[config.mk]
export PLATFORM = sky130hd
export DESIGN_NAME = lcd_gram_window_writer_core
export DESIGN_NICKNAME = d
export VERILOG_FILES = /design/src/rtl/core/lcdgww_pkg.sv /design/src/rtl/core/lcdgww_front.sv /design/src/rtl/core/lcdgww_fifo.sv /design/src/rtl/core/lcdgww_back.sv /design/src/rtl/core/lcd_gram_window_writer_core.sv
export SDC_FILE = /design/constraint.sdc
export NUM_CORES = 1
export LEC_CHECK = 0
export ABC_AREA = 0
export BUFFER_PORTS_ARGS = -buffer_cell sky130_fd_sc_hd__buf_2
export CAP_MARGIN = 20
export CELL_PAD_IN_SITES_DETAIL_PLACEMENT = 1
export CELL_PAD_IN_SITES_GLOBAL_PLACEMENT = 1
export CORE_ASPECT_RATIO = 2
export CORE_MARGIN = 5
export CORE_UTILIZATION = 51
export DETAILED_ROUTE_END_ITERATION = 8
export GPL_TIMING_DRIVEN = 1
export HOLD_SLACK_MARGIN = 0.1
export PLACE_DENSITY = 0.92
export SLEW_MARGIN = 10
export SYNTH_ARGS = -nofsm -noshare
export SYNTH_HDL_FRONTEND = slang
export SYNTH_HIERARCHICAL = 1
export SYNTH_SLANG_ARGS = --single-unit
export TNS_END_PERCENT = 30
[constraint.sdc]
create_clock -name clk -period 6.6 [get_ports clk]
set_clock_uncertainty 0.15 [all_clocks]
set_input_delay 0.33 -clock clk [delete_from_list [all_inputs] [get_ports clk]]
set_output_delay 0.33 -clock clk [all_outputs]
set_load 0.02 [all_outputs]
[src/rtl/core/lcdgww_pkg.sv]
package lcdgww_pkg;

	localparam int unsigned PanelWidth       = 176;
	localparam int unsigned PanelHeight      = 220;
	localparam int unsigned WindowRightReset = PanelWidth - 1;
	localparam int unsigned PanelPixels      = PanelWidth * PanelHeight;

	localparam int unsigned FifoDepth = 4;
	localparam int unsigned FifoPtrW  = $clog2(FifoDepth);

	localparam logic [7:0] REG_CURSOR_X   = 8'h20;
	localparam logic [7:0] REG_CURSOR_Y   = 8'h21;
	localparam logic [7:0] REG_PIXEL_DATA = 8'h22;
	localparam logic [7:0] REG_HWIN_END   = 8'h36;
	localparam logic [7:0] REG_HWIN_START = 8'h37;
	localparam logic [7:0] REG_VWIN_END   = 8'h38;
	localparam logic [7:0] REG_VWIN_START = 8'h39;

	typedef enum logic [2:0] {
		OP_WR_RIGHT,
		OP_WR_LEFT,
		OP_WR_CX,
		OP_WR_CY,
		OP_PIXEL
	} op_t;

	typedef struct packed {
		op_t         op;
		logic [15:0] data;
	} op_entry_t;

endpackage

[src/rtl/core/lcdgww_front.sv]
module lcdgww_front import lcdgww_pkg::*; (
	input  logic        clk,
	input  logic        arst_n,
	input  logic        in_valid,
	output logic        in_ready,
	input  logic        in_mode,
	input  logic [15:0] in_value,
	output logic        push,
	output op_entry_t   push_entry,
	input  logic        fifo_full
);

	logic [7:0] latched_reg_q;
	logic       pixel_mode_q;
	logic       accept;

	assign in_ready = !fifo_full;
	assign accept   = in_valid && in_ready;

	always_ff @(posedge clk or negedge arst_n) begin
		if (!arst_n) begin
			latched_reg_q <= '0;
			pixel_mode_q  <= 1'b0;
		end else if (accept && !in_mode) begin
			latched_reg_q <= in_value[7:0];
			pixel_mode_q  <= (in_value[7:0] == REG_PIXEL_DATA);
		end
	end

	always_comb begin
		push            = 1'b0;
		push_entry.op   = OP_PIXEL;
		push_entry.data = in_value;
		if (accept && in_mode) begin
			if (pixel_mode_q) begin
				push = 1'b1;
			end else begin
				unique case (latched_reg_q)
					REG_HWIN_END: begin
						push          = 1'b1;
						push_entry.op = OP_WR_RIGHT;
					end
					REG_HWIN_START: begin
						push          = 1'b1;
						push_entry.op = OP_WR_LEFT;
					end
					REG_CURSOR_X: begin
						push          = 1'b1;
						push_entry.op = OP_WR_CX;
					end
					REG_CURSOR_Y: begin
						push          = 1'b1;
						push_entry.op = OP_WR_CY;
					end
					REG_VWIN_END, REG_VWIN_START: push = 1'b0;
					default: push = 1'b0;
				endcase
			end
		end
	end

endmodule

[src/rtl/core/lcdgww_fifo.sv]
module lcdgww_fifo import lcdgww_pkg::*; (
	input  logic      clk,
	input  logic      arst_n,
	input  logic      push,
	input  op_entry_t push_entry,
	output logic      full,
	input  logic      pop,
	output op_entry_t pop_entry,
	output logic      empty
);

	op_entry_t             mem_q [FifoDepth];
	logic [FifoPtrW-1:0]   wr_ptr_q;
	logic [FifoPtrW-1:0]   rd_ptr_q;
	logic [FifoPtrW:0]     count_q;
	logic                  do_push;
	logic                  do_pop;

	assign full      = (count_q == (FifoPtrW+1)'(FifoDepth));
	assign empty     = (count_q == '0);
	assign do_push   = push && !full;
	assign do_pop    = pop && !empty;
	assign pop_entry = mem_q[rd_ptr_q];

	always_ff @(posedge clk) begin
		if (do_push) begin
			mem_q[wr_ptr_q] <= push_entry;
		end
	end

	always_ff @(posedge clk or negedge arst_n) begin
		if (!arst_n) begin
			wr_ptr_q <= '0;
			rd_ptr_q <= '0;
			count_q  <= '0;
		end else begin
			if (do_push) begin
				wr_ptr_q <= FifoPtrW'((FifoPtrW+1)'(wr_ptr_q) + 1'b1 == (FifoPtrW+1)'(FifoDepth)
					? 0 : wr_ptr_q + 1'b1);
			end
			if (do_pop) begin
				rd_ptr_q <= FifoPtrW'((FifoPtrW+1)'(rd_ptr_q) + 1'b1 == (FifoPtrW+1)'(FifoDepth)
					? 0 : rd_ptr_q + 1'b1);
			end
			if (do_push && !do_pop) begin
				count_q <= count_q + 1'b1;
			end else if (do_pop && !do_push) begin
				count_q <= count_q - 1'b1;
			end
		end
	end

endmodule

[src/rtl/core/lcdgww_back.sv]
module lcdgww_back import lcdgww_pkg::*; (
	input  logic        clk,
	input  logic        arst_n,
	input  logic        fifo_empty,
	input  op_entry_t   fifo_entry,
	output logic        pop,
	output logic        out_valid,
	input  logic        out_ready,
	output logic [15:0] out_address,
	output logic [15:0] out_color
);

	logic [15:0] cursor_x_q;
	logic [15:0] cursor_y_q;
	logic [15:0] win_left_q;
	logic [15:0] win_right_q;
	logic        out_valid_q;
	logic [15:0] out_address_q;
	logic [15:0] out_color_q;

	logic        in_panel;
	logic [15:0] address;
	logic [15:0] next_x;
	logic        is_pixel;

	assign pop      = !fifo_empty && (!out_valid_q || out_ready);
	assign is_pixel = (fifo_entry.op == OP_PIXEL);
	assign in_panel = ({16'b0, cursor_x_q} < 32'(PanelWidth))
		&& ({16'b0, cursor_y_q} < 32'(PanelHeight));
	assign address  = cursor_y_q * 16'(PanelWidth) + cursor_x_q;
	assign next_x   = cursor_x_q + 16'd1;

	always_ff @(posedge clk or negedge arst_n) begin
		if (!arst_n) begin
			cursor_x_q  <= '0;
			cursor_y_q  <= '0;
			win_left_q  <= '0;
			win_right_q <= 16'(WindowRightReset);
		end else if (pop) begin
			unique case (fifo_entry.op)
				OP_WR_RIGHT: win_right_q <= fifo_entry.data;
				OP_WR_LEFT:  win_left_q  <= fifo_entry.data;
				OP_WR_CX:    cursor_x_q  <= fifo_entry.data;
				OP_WR_CY:    cursor_y_q  <= fifo_entry.data;
				OP_PIXEL: begin
					if (next_x > win_right_q) begin
						cursor_x_q <= win_left_q;
						cursor_y_q <= cursor_y_q + 16'd1;
					end else begin
						cursor_x_q <= next_x;
					end
				end
				default: cursor_x_q <= cursor_x_q;
			endcase
		end
	end

	always_ff @(posedge clk or negedge arst_n) begin
		if (!arst_n) begin
			out_valid_q <= 1'b0;
		end else if (pop && is_pixel) begin
			out_valid_q <= in_panel;
		end else if (out_ready) begin
			out_valid_q <= 1'b0;
		end
	end

	always_ff @(posedge clk) begin
		if (pop && is_pixel && in_panel) begin
			out_address_q <= address;
			out_color_q   <= fifo_entry.data;
		end
	end

	assign out_valid   = out_valid_q;
	assign out_address = out_address_q;
	assign out_color   = out_color_q;

endmodule

[src/rtl/core/lcd_gram_window_writer_core.sv]
// Display GRAM window writer.
// Input stream: one transaction per bus item. tuser is the mode flag
// (0 = command byte in tdata[7:0], 1 = 16-bit data word in tdata).
// Command 0x22 enters pixel-write mode; any other command leaves it.
// Outside pixel-write mode data goes to window/cursor registers 0x36, 0x37,
// 0x20, 0x21; other registers swallow the data.
// Output stream: one transaction per on-panel pixel, tdata = {color, address},
// address = y * 176 + x. Off-panel pixels only advance the cursor.
// An accepted input item is written into the queue; the back end pops it and
// registers the output. Throughput: one item per cycle while the output is not
// stalled, set by the cursor update in the back end. A 4-entry queue between
// decode and execution absorbs output stalls; s_axis_tready drops only when it is full.
// Reset (arst_n low): cursor 0,0, window 0..175, register latch 0, pixel
// mode off, queue empty, no output pending.
module lcd_gram_window_writer_core import lcdgww_pkg::*; (
	input  logic        clk,
	input  logic        arst_n,
	input  logic        s_axis_tvalid,
	output logic        s_axis_tready,
	input  logic [15:0] s_axis_tdata,  // [15:0] value
	input  logic        s_axis_tuser,  // [0] mode
	output logic        m_axis_tvalid,
	input  logic        m_axis_tready,
	output logic [31:0] m_axis_tdata   // [15:0] pixel_address, [31:16] pixel_color
);

	logic      push;
	op_entry_t push_entry;
	logic      fifo_full;
	logic      pop;
	op_entry_t pop_entry;
	logic      fifo_empty;

	lcdgww_front u_front (
		.clk        (clk),
		.arst_n     (arst_n),
		.in_valid   (s_axis_tvalid),
		.in_ready   (s_axis_tready),
		.in_mode    (s_axis_tuser),
		.in_value   (s_axis_tdata),
		.push       (push),
		.push_entry (push_entry),
		.fifo_full  (fifo_full)
	);

	lcdgww_fifo u_fifo (
		.clk        (clk),
		.arst_n     (arst_n),
		.push       (push),
		.push_entry (push_entry),
		.full       (fifo_full),
		.pop        (pop),
		.pop_entry  (pop_entry),
		.empty      (fifo_empty)
	);

	lcdgww_back u_back (
		.clk         (clk),
		.arst_n      (arst_n),
		.fifo_empty  (fifo_empty),
		.fifo_entry  (pop_entry),
		.pop         (pop),
		.out_valid   (m_axis_tvalid),
		.out_ready   (m_axis_tready),
		.out_address (m_axis_tdata[15:0]),
		.out_color   (m_axis_tdata[31:16])
	);

endmodule

Word-level counts from Yosys, hierarchy flattened:

Memory sizes are Yosys's and may differ from the RTL's.
Index checks and enable logic that the tools add are counted.
W data, S select, Z words.

* memories: 1
* logic and storage cells: 86
* output and inout port bits: 34
* bits in writable memories: 76
* register bits: 113
* input port bits: 21

* $mul: 1
* add/sub/neg operators: 9
* mux-type cells: 18
* eq/ne operators: 13
* $lt $le $gt $ge: 3
* reduce and logical (&&, ||, !) cells: 29

Memories
* u_fifo.mem_q: depth 4, bits a word 19, rd ports 1, clocked after memory_dff 0, wr ports 1, line lcdgww_fifo.sv:12 `op_entry_t mem_q [FifoDepth];`

Operator list (count)
* $pmux W16 S2: 2
* $eq A8 B6 Y1 const B: 5
* $add A16 B1 Y16 const B: 2
* $lt A16 B8 Y1 const B: 2
* $mux W16: 2
* $add A16 B16 Y16: 1
* $gt A16 B16 Y1: 1
* $mul A16 B4 Y12 const B: 1
* $eq A3 B3 Y1 const B: 4
* $mux W3: 4
* $pmux W3 S4: 1
* $logic_and A1 B1 Y1: 11
* $reduce_bool A2 Y1: 4
* $mux W1: 7
* $add A2 B1 Y3 const B: 2
* $eq A3 B2 Y1 const B: 2
* $logic_not A1 Y1: 6
* $logic_not A3 Y1: 2
* $reduce_and A2 Y1: 3
* $add A2 B1 Y2 const B: 2
* $mux W2: 2
* $reduce_or A4 Y1: 1
* $add A3 B1 Y3 const B: 1
* $eq A3 B1 Y1 const B: 1
* 4 further kinds: 4

Logic depth before layout (Yosys ltp):

Gate-level depths: netlist (run 1).

* depth in word-level cells: 10
* gate-level depth with buffers: 16
* mapped depth without buffers: 16

By module:

Netlist (run 1), hierarchy kept.

Modules (own cells, without submodules)
* lcdgww_back: area an instance 6162.2 um^2, seq. area each 2595.0 um^2, instances 1, cells each 602
* lcdgww_fifo: area an instance 3190.6 um^2, seq. area each 2457.4 um^2, instances 1, cells each 136
* lcdgww_front: area an instance 558.0 um^2, seq. area each 225.2 um^2, instances 1, cells each 52

Least setup slack after synthesis (run 1):

No wires, ideal clock.

* kind: register to register
* from: register u_fifo.rd_ptr_q[0]
* to: register u_back.out_address_q[0], in the netlist u_back/out_address[0], enable pin
* path buffers: 1
* arrival time: 4857 ps
* required time: 5949 ps
* library setup time: 501 ps
* path slack: 1092 ps
* stages on the path, launching flop included: 7
* clock period less this slack: 5508 ps
* cells stage by stage: dfrtp_1 > buf_4 > mux4_2 > nor2_1 > and2_1 > nand2_1 > nor4_1

RTL lines
* start, declared: line lcdgww_fifo.sv:14 `logic [FifoPtrW-1:0] rd_ptr_q;`
* start signal, assigned: line lcdgww_fifo.sv:42 `rd_ptr_q <= FifoPtrW'((FifoPtrW+1)'(rd_ptr_q) + 1'b1 == (FifoPtrW+1)'(FifoDepth)`
* end signal, assigned: line lcdgww_back.sv:70 `out_address_q <= address;`
* end, declared: line lcdgww_back.sv:18 `logic [15:0] out_address_q;`

Worst setup path in the final report (run 1):

* from: register u_back.cursor_x_q[0]
* to: register u_back.cursor_y_q[1]

* cells in the longest elaborated chain, start to end: 4

Ends and longest elaborated chain
* start, declared: line lcdgww_back.sv:13 `logic [15:0] cursor_x_q;`
* start signal, assigned: line lcdgww_back.sv:43 `OP_WR_CX: cursor_x_q <= fifo_entry.data;`
* start signal, assigned: line lcdgww_back.sv:47 `cursor_x_q <= win_left_q;`
* start signal, assigned: line lcdgww_back.sv:50 `cursor_x_q <= next_x;`
* $add A16 B1 Y16: line lcdgww_back.sv:31 `assign next_x = cursor_x_q + 16'd1;`
* $gt A16 B16 Y1: line lcdgww_back.sv:46 `if (next_x > win_right_q) begin`
* $ne A2 B2 Y1 (no source line)
* $reduce_and A3 Y1 (no source line)
* end signal, assigned: line lcdgww_back.sv:44 `OP_WR_CY: cursor_y_q <= fifo_entry.data;`
* end signal, assigned: line lcdgww_back.sv:48 `cursor_y_q <= cursor_y_q + 16'd1;`
* end, declared: line lcdgww_back.sv:14 `logic [15:0] cursor_y_q;`

Every way passes these cells.
A chain may end at the register's enable or synchronous reset.

==> run_results.csv, run 1 <==
group,metric,value,unit
sta,setup_viol,0,
sta,period_minus_slack,4.56,ns
clock_network,root_buffer,"clkbuf_16",
detailed_routing,drc,0,
final_layout,multi_input_comb_area,0.00418,mm²
synthesis,synth_top_family_by_area,"simple AND/OR/NAND/NOR gates",
sta,period_share,69.1,%
setup_path,worst-endpoint-required,6.78,ns
detailed_routing,maxUsedRoutingLayer,"met4",
final_layout,seq_area,0.00528,mm²
die,coreArea,0.0193,mm²
sta,max_slew.worst_pin.slew,1.02,ns
placed_design,portBuffers,54,
clock_network,clk_latency,0.44,ns
detailed_routing,ant_nets,0,
sta,setup_tns,0,ns
final_layout,final_nets,935,
clock_network,htreeDepth,4,
final_layout,insertedDiodeCount,0,
synthesis,muxShareOfSynthArea,9.53,%
status,status,"complete, no violations",
final_layout,nFillCells,1963,
synthesis,ys_types,75,
synthesis,syn_area,0.00991,mm²
die,num_rows,72,
detailed_routing,post_drt_wl_per_cell,25.0,µm
detailed_routing,routed_wl,28000,µm
detailed_routing,vias,6881,
synthesis,synth_edf_count,108,
detailed_routing,route.met3.wl,966,µm
grt,grt_pass1_wl,44200,µm
synthesis,synth_fp_nets,876,
final_layout,drive_above_1_share,21.5,%
synthesis,yosysSeqAreaShare,53.3,%
synthesis,synth-async-reset-ratio,42.9,%
final_layout,area_growth,12.3,%
detailed_routing,met1Wirelength,9480,µm
setup_path,critPathKind,"reg -> reg",
setup_path,arrival,4.74,ns
synthesis,ys_ff_latch,189,
clock_network,cts_tree,"yes",
synthesis,synth-main-ff-cell,"edfxtp_1",
grt,grt_pass1_vias,7741,
die,start_util,51.4,%
setup_path,start_kind,"register",
sta,drv_slew,0,
clock_network,clk_path_buf_depth,2,
synthesis,syn-instance-count,790,
clock_network,numCtsBuffers,17,
die,io_pins,55,
grt,antenna_found_initial,0,
worst_hold_path,hold_path_class,"in -> reg",
setup_path,crit_fanout,16,
sta,hold_viol,0,
detailed_routing,met2_length,15400,µm
synthesis,yosysWarningCount,6,
synthesis,yosys.area_share.simple,10.4,%
synthesis,synthAdderAreaFrac,8.96,%
placed_design,place_hpwl,19300,µm
setup_path,setup.worst_path.end_class,"register",
die,die_area,0.0225,mm²
job,maxCapViolCount,0,
grt,grt_max_degree,74,
synthesis,synth_compound_area_share,9.57,%
detailed_routing,drt_iter0_drc,328,
sta,slew_headroom,31.7,%
grt,grtUsageTotal,26.3,%
die,die_h,207,µm
synthesis,syn_area_per_cell,12.5,µm²
placed_design,place.gp.congestion,0.869,
die,die_x,109,µm
detailed_routing,vias_per_cell,6.14,
synthesis,synth_xor_area_share,3.53,%
detailed_routing,dr.pass1.iters,5,
sta,fmax,0.219,GHz
clock_network,path_clk_slew,0.07,ns
sta,rsz0062_at_grt,"false",
clock_network,numClockSinks,189,
grt,overflow,0,
-- kinds of logic (layout without fill, tap and decap cells) --
| logic type | after synthesis | after routing |
|---|---|---|
| simple gates | 211 | 211 |
| flops | 189 | 189 |
| compound gates | 122 | 122 |
| buf+inv | 97 | 169 |
| mux | 66 | 66 |
| fa+ha+maj | 65 | 65 |
| xor+xnor | 40 | 40 |
-- through the flow --
stage | setup WS [ns] | cell area (µm²) | hold WS [ns] | std cells | utilization (%)
2_1_floorplan | 1.09 | 9910 | -0.116 | 790 | -
3_3_place_gp | 2.26 | 10300 | 0.0171 | 1069 | 53.6
3_5_place_dp | 2.15 | 10300 | 0.0124 | 1069 | 53.6
4_1_cts | 1.97 | 11100 | 0.197 | 1119 | 57.5
5_1_grt | 1.90 | 11100 | 0.222 | 1121 | 57.7
6_report | 2.04 | 11100 | 0.217 | 1121 | 57.7
-- worst paths after layout --
check / startpoint / endpoint / slack (ns) / cells past startpoint
worst max register to register: u_back/cursor_x_q[0] / u_back/cursor_y_q[1] / 2.04 / 12
worst min register to register: u_fifo/count_q[2] / u_fifo/count_q[2] / 0.36 / 1
worst max-delay path: u_back/cursor_x_q[0] / u_back/cursor_y_q[1] / 2.04 / 12
worst min-delay path: m_axis_tready / u_back/out_valid / 0.22 / 3
min in group asynchronous: arst_n / u_back/cursor_x_q[11] / 0.55 / 3
max in group asynchronous: arst_n / u_front/latched_reg_q[2] / 5.04 / 3
-- cell usage after synthesis, drive strengths merged, types with 6 or more instances --
cell	n	share of area [%]
ha	55	6.9
nor2	45	1.7
buf	27	2.1
a221oi	9	1.4
a21oi	23	1.2
nor3	12	0.66
o21ai	36	1.9
edfxtp	108	33
and2	7	0.49
xnor2	29	2.6
clkbuf	16	0.61
o221ai	12	1.1
dfrtp	75	19
mux2	31	3.6
mux4	19	4.3
nand4	9	0.78
nand3	21	1.1
mux2i	16	1.6
nor4	9	0.57
inv	54	2.0
fa	10	2.0
xor2	11	0.97
nand2	80	3.1
and3	8	0.51
dfstp	6	1.6
-- state kept, by name, indices dropped and copies added (netlist names) --
signal,cells
u_back/out_valid,1
u_back/win_left_q,16
u_back/out_address,16
u_back/cursor_y_q,16
u_front/pixel_mode_q,1
u_fifo/rd_ptr_q,2
u_back/out_color,16
u_fifo/mem_q,76
u_back/cursor_x_q,16
u_fifo/wr_ptr_q,2
u_back/win_right_q,16
u_fifo/count_q,3
u_front/latched_reg_q,8
-- worst max-delay path, stage by stage, from the launching register on --
cell and delay (ns):
dfrtp_1 0.51, ha_1 0.32, inv_1 0.11, nor3_1 0.61, nand2_1 0.18, xnor2_1 0.21, ha_1 0.38, nand2_1 0.08
o21ai_0 0.46, o31ai_4 0.25, buf_4 0.26, o21ai_4 0.51, mux2_2 0.40
-- layout by cell type (no fill, tap or decap), types with 10 or more instances in the layout --
master	instances
o221ai_1	12
buf_2	53
mux2i_1	16
fa_1	10
mux2_2	29
dfrtp_1	75
nor3_1	11
a21oi_1	21
dlygate4sd3_1	18
nand3_1	21
inv_1	54
buf_4	10
o21ai_0	30
nor2_1	44
xor2_1	11
clkbuf_16	17
xnor2_1	29
mux4_2	19
ha_1	55
edfxtp_1	108
nand2_1	79
-- per-layer routing --
layer | track usage [%] | vias up
met5 | 0 | -
li1 | - | 3011
met3 | 3.71 | 110
met2 | 47.3 | 246
met1 | 26.7 | 3514
met4 | 19.0 | 0
-- final cells by class --
class	count	share of cell area (%)
clock buffer	19	3.89
clock inverter	13	1.35
inverter	54	1.82
multi-input combinational	504	37.6
sequential	189	47.4
tap	259	2.91
timing repair buffer	83	5.06
-- timing repair --
item	4_1_cts	5_1_grt
resized for setup	0	0
hold endpoints to repair	80	0
setup buffers	0	0
hold buffers	18	0
Power of run 1 is left out: the tool's default activity adds up to more than one toggle a clock period on the data nets, which glitch-free logic cannot reach.
==> run 2: changes to the inputs <==
Settings changed: CORE_UTILIZATION 51 to 46, PLACE_DENSITY 0.92 to 0.88.
Clock period 6.6 ns to 4.1 ns, I/O delays scaled along.
==> run 2 against run 1 <==
Global-route usage down 4.1 points. Critical path depth up 3. Sequential share of layout area down 1.3 points. Flip-flop and latch count unchanged. Non-clock buffer count up 23. Via count down 0.76%. First-iteration DRC count down 10%. Highest routed layer unchanged. Critical endpoint is now u_back/out_address[14]. Setup slack worse by 1.9 ns. Count of clock-buffer cells in the layout up 1.
==> run_results.csv, run 2 (synthesized netlist as in run 1, its figures left out) <==
group,metric,value,unit
final_layout,largest_reg_flops,76,
sta,period_minus_slack,3.94,ns
sta,max_slew.worst_pin.slew,0.685,ns
die,die_area,0.0248,mm²
status,status,"complete, no violations",
final_layout,final_cell_mix,"108 x edfxtp_1, 79 x nand2_1, 75 x dfrtp_1",
sta,whs,0.120,ns
clock_network,root_buffer,"clkbuf_16",
worst_hold_path,hold_path_class,"in -> reg",
setup_path,worst-endpoint-required,4.14,ns
clock_network,clk_latency,0.45,ns
sta,setup_viol,0,
grt,grt_max_degree,42,
sta,hold_viol,0,
die,die_h,218,µm
job,maxCapViolCount,0,
detailed_routing,post_drt_wl_per_cell,23.1,µm
die,die_x,114,µm
placed_design,dpl_cell_area,0.0105,mm²
sta,slew_headroom,54.3,%
clock_network,path_clk_slew,0.08,ns
die,io_pins,55,
grt,antenna_found_initial,0,
die,start_util,46.3,%
clock_network,numCtsBuffers,17,
detailed_routing,drc,0,
detailed_routing,routed_wl,26700,µm
sta,fmax,0.254,GHz
setup_path,crit_fanout,5,
final_layout,area_growth,15.5,%
detailed_routing,drt_iter0_drc,295,
final_layout,final_core_util,53.5,%
clock_network,clk_path_buf_depth,2,
final_layout,layout_commonest_cell,"edfxtp_1",
sta,drv_slew,0,
detailed_routing,ant_nets,0,
detailed_routing,vias_per_cell,5.90,
sta,period_share,96.0,%
placed_design,place_hpwl,19000,µm
sta,setup_ws,0.165,ns
placed_design,dp_slack,-0.0320,ns
final_layout,regMostFlops,"u_fifo/mem_q",
grt,grt_pass1_vias,7568,
setup_path,setup.worst_path.end_class,"register",
die,num_rows,76,
clock_network,numClockSinks,189,
grt,grt_pass1_wl,41600,µm
final_layout,drive_above_1_share,24.4,%
setup_path,critPathKind,"reg -> reg",
final_layout,nFillCells,2177,
detailed_routing,dr.pass1.iters,5,
final_layout,design_area,0.0114,mm²
die,coreArea,0.0214,mm²
final_layout,final_nets,958,
grt,overflow,0,
setup_path,arrival,3.97,ns
clock_network,htreeDepth,4,
clock_network,cts_tree,"yes",
setup_path,start_kind,"register",
detailed_routing,vias,6829,
placed_design,portBuffers,54,
placed_design,place.gp.congestion,0.863,
grt,grtUsageTotal,22.2,%
final_layout,insertedDiodeCount,0,
run 2: metal layers:
| layer | vias up | track usage (%) | share of wire [%] |
|---|---|---|---|
| met3 | 89 | 3.94 | 2.9 |
| li1 | 3051 | - | - |
| met2 | 192 | 42.1 | 57 |
| met5 | - | 0 | 0 |
| met4 | 0 | 14.1 | 6.5 |
| met1 | 3497 | 21.3 | 33 |
run 2: per-stage QoR:
step / TNS, ns / cells
6_report: 0 / 1158
5_1_grt: -0.0572 / 1158
4_1_cts: 0 / 1152
3_5_place_dp: -0.0320 / 1102
3_3_place_gp: 0 / 1102
2_1_floorplan: 0 / 790
run 2: layout make-up:
class | instances | area (µm²) | share of cell area, %
Sequential cell | 189 | 5280 | 46.1
Multi-Input combinational cell | 504 | 4270 | 37.3
Timing Repair Buffer | 106 | 761 | 6.65
Clock buffer | 20 | 437 | 3.81
Tap cell | 273 | 342 | 2.98
Inverter | 54 | 203 | 1.77
Clock inverter | 12 | 158 | 1.38
run 2: timing repair:
| item | CTS | global route |
|---|---|---|
| cloned | 0 | 0 |
| resized for setup | 1 | 13 |
| pin swaps | 0 | 6 |
| hold buffers | 18 | 0 |
| endpoints found under the hold margin | 114 | 0 |
| endpoints found under the setup margin | 1 | 2 |
| buffers inserted | 0 | 5 |
run 2: final timing paths:
| kind | startpoint | endpoint | slack, ns | depth (start not counted) |
|---|---|---|---|---|
| max in group asynchronous | arst_n | u_back/win_left_q[12] | 2.63 | 3 |
| worst min-delay path | s_axis_tuser | u_front/pixel_mode_q | 0.12 | 5 |
| worst max register to register | u_back/cursor_y_q[3] | u_back/out_address[14] | 0.16 | 15 |
| min in group asynchronous | arst_n | u_fifo/count_q[0] | 0.16 | 2 |
| worst max-delay path | u_back/cursor_y_q[3] | u_back/out_address[14] | 0.16 | 15 |
| worst min register to register | u_fifo/count_q[2] | u_fifo/count_q[2] | 0.36 | 1 |
run 2: worst max-delay path, stage by stage, from the launching register on:
cell	delay [ns]
dfrtp_1	0.42
ha_4	0.26
fa_1	0.45
ha_1	0.32
a21o_1	0.18
a21oi_2	0.14
nor2b_1	0.06
o21a_1	0.19
o41a_1	0.33
xor2_1	0.15
ha_1	0.36
inv_1	0.16
nor4_1	0.07
a21oi_1	0.13
o311a_1	0.20
o311ai_1	0.11
Power of run 2 is left out for the same reason.
